**src/fti_pkg.sv**
```systemverilog
package fti_pkg;

    localparam int FRAMES      = 256;
    localparam int TABLE_COUNT = 7;

    localparam int RAM_DEPTH = TABLE_COUNT * FRAMES;
    localparam int ADDR_W    = $clog2(RAM_DEPTH);
    localparam int IDX_W     = $clog2(FRAMES);

    typedef enum logic [1:0] {
        OP_READ   = 2'd0,
        OP_WRITE  = 2'd1,
        OP_INTERP = 2'd2,
        OP_NONE   = 2'd3
    } op_t;

    typedef struct packed {
        logic load;
        logic rd_en;
        logic wr_field;
        logic div_start;
        logic div_step;
        logic interp_init;
        logic interp_step;
        logic res_load;
        logic res_ram;
    } ctrl_cmd_t;

    typedef struct packed {
        op_t  op;
        logic sel_ok;
        logic span_short;
        logic loop_last;
    } dp_status_t;

    // frame index (0..255) folded into 0..FRAMES-1; FRAMES >= 16 keeps the
    // quotient within four bits, so four conditional subtracts suffice
    function automatic logic [IDX_W-1:0] frame_wrap(input logic [7:0] fr);
        logic [11:0] v;
        v = {4'd0, fr};
        for (int i = 3; i >= 0; i--) begin
            if (v >= 12'(FRAMES << i)) begin
                v = v - 12'(FRAMES << i);
            end
        end
        return v[IDX_W-1:0];
    endfunction

    function automatic logic [ADDR_W-1:0] table_addr(input logic [2:0] sel,
                                                     input logic [7:0] fr);
        logic [ADDR_W-1:0] base;
        base = ADDR_W'(sel) * ADDR_W'(FRAMES);
        return base + ADDR_W'(frame_wrap(fr));
    endfunction

endpackage

```
**src/fti_ctrl.sv**
```systemverilog
module fti_ctrl (
    input  logic                aclk,
    input  logic                aresetn,
    input  logic                s_tvalid,
    output logic                s_tready,
    output logic                m_tvalid,
    input  logic                m_tready,
    input  fti_pkg::dp_status_t status,
    output fti_pkg::ctrl_cmd_t  cmd
);

    import fti_pkg::*;

    typedef enum logic [2:0] {
        ST_IDLE,
        ST_DISPATCH,
        ST_DIV,
        ST_INIT,
        ST_INTERP,
        ST_FINISH
    } state_t;

    state_t     state_reg;
    logic [2:0] div_cnt_reg;
    logic       res_ram_reg;
    logic       m_valid_reg;
    logic       run_interp;
    logic       slot_free;

    assign run_interp = status.op == OP_INTERP && status.sel_ok && !status.span_short;
    assign slot_free  = !m_valid_reg || m_tready;

    always_comb begin
        cmd = '0;
        cmd.res_ram = res_ram_reg;
        unique case (state_reg)
            ST_IDLE: begin
                cmd.load = s_tvalid;
            end
            ST_DISPATCH: begin
                cmd.rd_en     = 1'b1;
                cmd.wr_field  = status.op == OP_WRITE && status.sel_ok;
                cmd.div_start = run_interp;
            end
            ST_DIV: begin
                cmd.div_step = 1'b1;
            end
            ST_INIT: begin
                cmd.interp_init = 1'b1;
            end
            ST_INTERP: begin
                cmd.interp_step = 1'b1;
            end
            ST_FINISH: begin
                cmd.res_load = slot_free;
            end
            default: begin
            end
        endcase
    end

    always_ff @(posedge aclk) begin
        if (!aresetn) begin
            state_reg   <= ST_IDLE;
            div_cnt_reg <= 3'd0;
            res_ram_reg <= 1'b0;
            m_valid_reg <= 1'b0;
        end else begin
            if (cmd.res_load) begin
                m_valid_reg <= 1'b1;
            end else if (m_tready) begin
                m_valid_reg <= 1'b0;
            end
            unique case (state_reg)
                ST_IDLE: begin
                    if (s_tvalid) begin
                        state_reg <= ST_DISPATCH;
                    end
                end
                ST_DISPATCH: begin
                    res_ram_reg <= status.op == OP_READ && status.sel_ok;
                    div_cnt_reg <= 3'd0;
                    state_reg   <= run_interp ? ST_DIV : ST_FINISH;
                end
                ST_DIV: begin
                    div_cnt_reg <= div_cnt_reg + 3'd1;
                    if (div_cnt_reg == 3'd7) begin
                        state_reg <= ST_INIT;
                    end
                end
                ST_INIT: begin
                    state_reg <= ST_INTERP;
                end
                ST_INTERP: begin
                    if (status.loop_last) begin
                        state_reg <= ST_FINISH;
                    end
                end
                ST_FINISH: begin
                    if (slot_free) begin
                        state_reg <= ST_IDLE;
                    end
                end
                default: begin
                    state_reg <= ST_IDLE;
                end
            endcase
        end
    end

    assign s_tready = state_reg == ST_IDLE;
    assign m_tvalid = m_valid_reg;

    a_no_overwrite: assert property (@(posedge aclk) disable iff (!aresetn)
        cmd.res_load |-> !m_valid_reg || m_tready)
        else $error("result loaded over an untaken result");

    a_read_needs_ram: assert property (@(posedge aclk) disable iff (!aresetn)
        cmd.res_load && cmd.res_ram |-> $past(state_reg) == ST_DISPATCH
                                        || $past(state_reg) == ST_FINISH)
        else $error("read result not fresh from the memory");

    a_div_length: assert property (@(posedge aclk) disable iff (!aresetn)
        cmd.interp_init |-> $past(cmd.div_step) && $past(div_cnt_reg) == 3'd7)
        else $error("interpolation started before divide finished");

endmodule
```
**config.mk**
```make
export PLATFORM = sky130hd
export DESIGN_NAME = fti_ctrl
export DESIGN_NICKNAME = d
export VERILOG_FILES = /design/src/fti_pkg.sv /design/src/fti_ctrl.sv
export SDC_FILE = /design/constraint.sdc
export NUM_CORES = 1
export LEC_CHECK = 0
export BUFFER_PORTS_ARGS = -buffer_cell sky130_fd_sc_hd__buf_2
export CAP_MARGIN = 20
export CELL_PAD_IN_SITES_DETAIL_PLACEMENT = 0
export CELL_PAD_IN_SITES_GLOBAL_PLACEMENT = 1
export CORE_MARGIN = 4
export CORE_UTILIZATION = 34
export DETAILED_ROUTE_END_ITERATION = 12
export PLACE_DENSITY = 0.84
export SYNTH_ARGS = -nofsm -noshare
export SYNTH_HDL_FRONTEND = slang
export SYNTH_SLANG_ARGS = --single-unit
```
**constraint.sdc**
```tcl
create_clock -name aclk -period 3.8 [get_ports aclk]
set_input_delay 0.57 -clock aclk [delete_from_list [all_inputs] [get_ports aclk]]
set_output_delay 0.57 -clock aclk [all_outputs]
set_load 0.03 [all_outputs]
```
---- Word-level counts from Yosys, hierarchy flattened ----
Index checks and enable logic that the tools add are counted.
operators by class
  $add $sub $neg .......................... 1
  eq/ne operators ......................... 12
  multiplexer cells ....................... 15
  reductions and logical operators ........ 12
operators with widths
  operator                                              number
  two-way mux 3 bit                                     6
  case mux 3 bit (6 select lines)                       1
  equality test 3 bit (second input constant)           3
  != test 2 bit (second input constant)                 4
  two-way mux 1 bit                                     7
  equality test 3 x 2 -> 1 bit (second input constant)  2
  case mux 3 bit (2 select lines)                       1
  logical AND 1 bit                                     4
  AND reduction 4 bit                                   1
  nonzero test 2 bit                                    2
  adder 3 x 1 -> 3 bit (second input constant)          1
  equality test 3 x 1 -> 1 bit (second input constant)  1
  zero test 3 bit                                       1
  equality test 2 x 1 -> 1 bit (second input constant)  1
  equality test 2 bit (second input constant)           1
  zero test 1 bit                                       2
  zero test 2 bit                                       1
  logical OR 1 bit                                      1
storage, ports and cells
  flip-flop bits (word level) ............. 8
  output and inout port bits .............. 11
  bits of input ports ..................... 9

---- Depth between registers and ports, before layout ----
  depth in word-level cells ............... 5
  mapped depth ............................ 6
  gate-level depth less buffers ........... 6

---- Worst setup path before layout ----
OpenSTA, ideal clock, no wires.
  path kind ............................... register -> output
  from .................................... register state_reg[2]
  to ...................................... output cmd[8] (netlist bit)
  buffers on the path ..................... 1
  setup slack ............................. 1.669 ns
  arrival ................................. 1.561 ns
  cell stages (with the launch flop) ...... 4
  data required time ...................... 3.230 ns
  cell sequence ........................... dfxtp_1 buf_2 nor3_1 and2_1
RTL lines
  item                    RTL line        RTL
  from (decl)             fti_ctrl.sv:23  state_t state_reg;
  from (signal assigned)  fti_ctrl.sv:83  state_reg <= run_interp ? ST_DIV : ST_FINISH;
  to (decl)               fti_ctrl.sv:9   output fti_pkg::ctrl_cmd_t cmd

==> summary.md <==
| Metric | Value |
|---|---|
| Post-synth cell types | `29` |
| Fmax | `0.456 GHz` |
| Mapped cell area | `470 um2` |
| Post-synthesis sequential area ratio | `0.340` |
| Die height | `45.2 um` |
| WS Path Type | `flip-flop to output port` |
| Post-synth ARST share | `0` |
| Final period util | `0.577` |
| Pwr/cell area | `380 nW/um2` |
| Critical-path maximum fanout | `9` |
| Max VDD drop | `0.164 mV` |
| Seq pwr share | `0.438` |
| Diodes inserted | `0` |
| Routability cong. | `0.707` |
| Layout area overhead | `22.3%` |
| Startpoint Class | `flip-flop` |
| Filler instances | `140` |
| Fraction of layout cells with a size suffix above 1 | `0.391` |
| Inserted Clock Buffers | `3` |
| Hold buffers post-CTS | `0` |
| DRT Wirelength | `899 um` |
| R2R depth | `5` |
| Mean post-synth cell area | `9.22 um2` |
| Worst endpoint required time | `3.23 ns` |
| Arr. time, crit path | `1.62 ns` |
| Routed WL per cell | `10.7 um` |
| DR iter-0 viols | `7` |
| # rows | `13` |
| Syn_nets | `62` |
| Io pins | `20` |
| Global-route wire length before repair | `1530 um` |
| Unrepaired setup endpoints after global routing | `false` |
| Clk slew on worst S/H paths | `0.06 ns` |
| CP Cell Sequence | `or3b_4, inv_2, and4b_1, buf_2` |
| Commonest non-fill, non-tap cell in the layout | `buf_2` |
| Total chip power | `0.000219 W` |
| Post-synthesis cell count | `51` |
| Via Count | `417` |
| Measured slew at the worst slew-check pin | `0.368 ns` |
| Fin nets | `82` |
| Grt ovf | `0` |
| CTS root buffer | `clkbuf_4` |
| Die width | `45.2 um` |
| Yosys warning count | `0` |
| IO buf count | `19` |
| Gate power share | `0.271` |
| Max cap viols | `0` |
| Clock skew | `0.00632 ns` |
| Core Area | `1300 um2` |
| Sw frac | `0.328` |
| Psw | `0.0000717 W` |
| DRC viols | `0` |
| Final setup vio count | `0` |
| ANT nets after route | `0` |
| Crit-path max cell delay | `0.47 ns` |
| Post-Place Cell Area | `553 um2` |
| Design area | `576 um2` |
| Commonest cells after routing, fill and taps aside | `buf_2, dfxtp_1, nor2b_1` |
| Clk sinks | `8` |
| Initial core utilization | `0.362` |
| Hold Path Stages | `2` |
| Post-layout minimum cycle time | `2.19 ns` |
| CTS tree | `yes` |
| CTS resizes | `0` |
| Initial antenna violation count | `0` |
| Vias per cell | `4.96` |
| Die Area | `2040 um2` |
| Fin cells | `84` |
| TritonRoute pass-1 iters | `4` |
| CP endpoint kind | `output port` |
| Slew HR | `0.754` |
| DP HPWL | `692 um` |
| CTS H-tree lvls | `1` |
| Worst-Skew Late Latency | `0.25 ns` |
| Slowest cell on crit path | `dfxtp_1` |
| Clock power share | `0.291` |
| Placed insts | `81` |
| Post-CTS Setup Inserts | `0` |
| Outcome | `finished clean` |
| GRT Overall Usage | `0.102` |
| Number of flops mapped to enable cells by yosys | `0` |
| Pint | `0.000147 W` |
| Pleak | `0.268 nW` |
| Hold/Removal Path Class | `flip-flop to flip-flop` |
| Pin count of the biggest net entering global routing | `11` |
| Fin Setup TNS | `0 ns` |
| Fin. max-slew vios | `0` |
| Synth Register Bits | `8` |
| Final Hold Vio Count | `0` |
| Number of global-route vias before repair | `353` |
| Longest Clk Path Bufs | `2` |
| Dominant synthesized flop cell | `dfxtp_1` |
==> worst max-delay path, delay by kind of cell, from the launching register on <==
family	cells	cell delay [ns]
and+or+nand+nor	2	0.62
DFF	1	0.47
buffers and inverters	2	0.28
==> power by group through the flow <==
stage	combinational (W)	sequential (W)	clock, W
3_5_place_dp	0.0000596	0.0000976	0
4_1_cts	0.0000598	0.0000958	0.0000669
3_3_place_gp	0.0000597	0.0000976	0
5_1_grt	0.0000639	0.0000976	0.0000719
6_report	0.0000592	0.0000958	0.0000636
2_1_floorplan	0.0000510	0.0000917	0
==> cells in the mapped netlist (2+ instances only) <==
| master | count | area [um2] |
|---|---|---|
| dfxtp_1 | 8 | 160 |
| nor2b_1 | 5 | 31.3 |
| a21oi_1 | 4 | 20.0 |
| nor2_1 | 3 | 11.3 |
| a21boi_0 | 2 | 15.0 |
| a22oi_1 | 2 | 15.0 |
| buf_4 | 2 | 15.0 |
| ha_1 | 2 | 25.0 |
| nand2b_1 | 2 | 12.5 |
| nor3_1 | 2 | 10.0 |
==> routing by layer <==
layer / share of wire / GRT usage / vias to the layer above / routed length [um]
met5: 0 / 0 / - / 0
met4: 0 / 0.0351 / 0 / 0
met3: 0.075 / 0.0359 / 0 / 67
met2: 0.46 / 0.127 / 11 / 411
met1: 0.47 / 0.157 / 186 / 420
li1: - / - / 220 / -
==> path summary, 6_finish.rpt <==
path	startpoint	endpoint	slack, ns
worst max register to register	state_reg[0]	div_cnt_reg[2]	2.39
worst min-delay path	res_ram_reg	res_ram_reg	0.52
worst max-delay path	state_reg[0]	cmd[6]	1.61
worst min register to register	res_ram_reg	res_ram_reg	0.52
==> stage by stage <==
stage                     utilization  worst slack [ns]  hold WS, ns
after floorplan                     -              1.67        0.480
after global routing            0.442              1.48        0.586
final                           0.442              1.61        0.520
after CTS                       0.442              1.60        0.523
after detailed placement        0.425              1.87        0.507
after global placement          0.425              1.89        0.514
==> area by class of cell <==
type	count	area (um2)	area share
Clock buffer	3	22.5	0.0391
Inverter	2	7.51	0.0130
Multi-Input combinational cell	37	272	0.472
Sequential cell	8	160	0.278
Tap cell	15	18.8	0.0326
Timing Repair Buffer	19	95.1	0.165
==> cell families after synthesis <==
family | after synthesis | share of synthesized area
multiplexers | 2 | 0.0452
flip-flops | 8 | 0.340
AO/OA/AOI/OAI | 11 | 0.152
adder cells (fa/ha/maj) | 2 | 0.0532
buffers and inverters | 6 | 0.0824
AND/OR/NAND/NOR | 22 | 0.327
(Power assumes the default switching activity.)
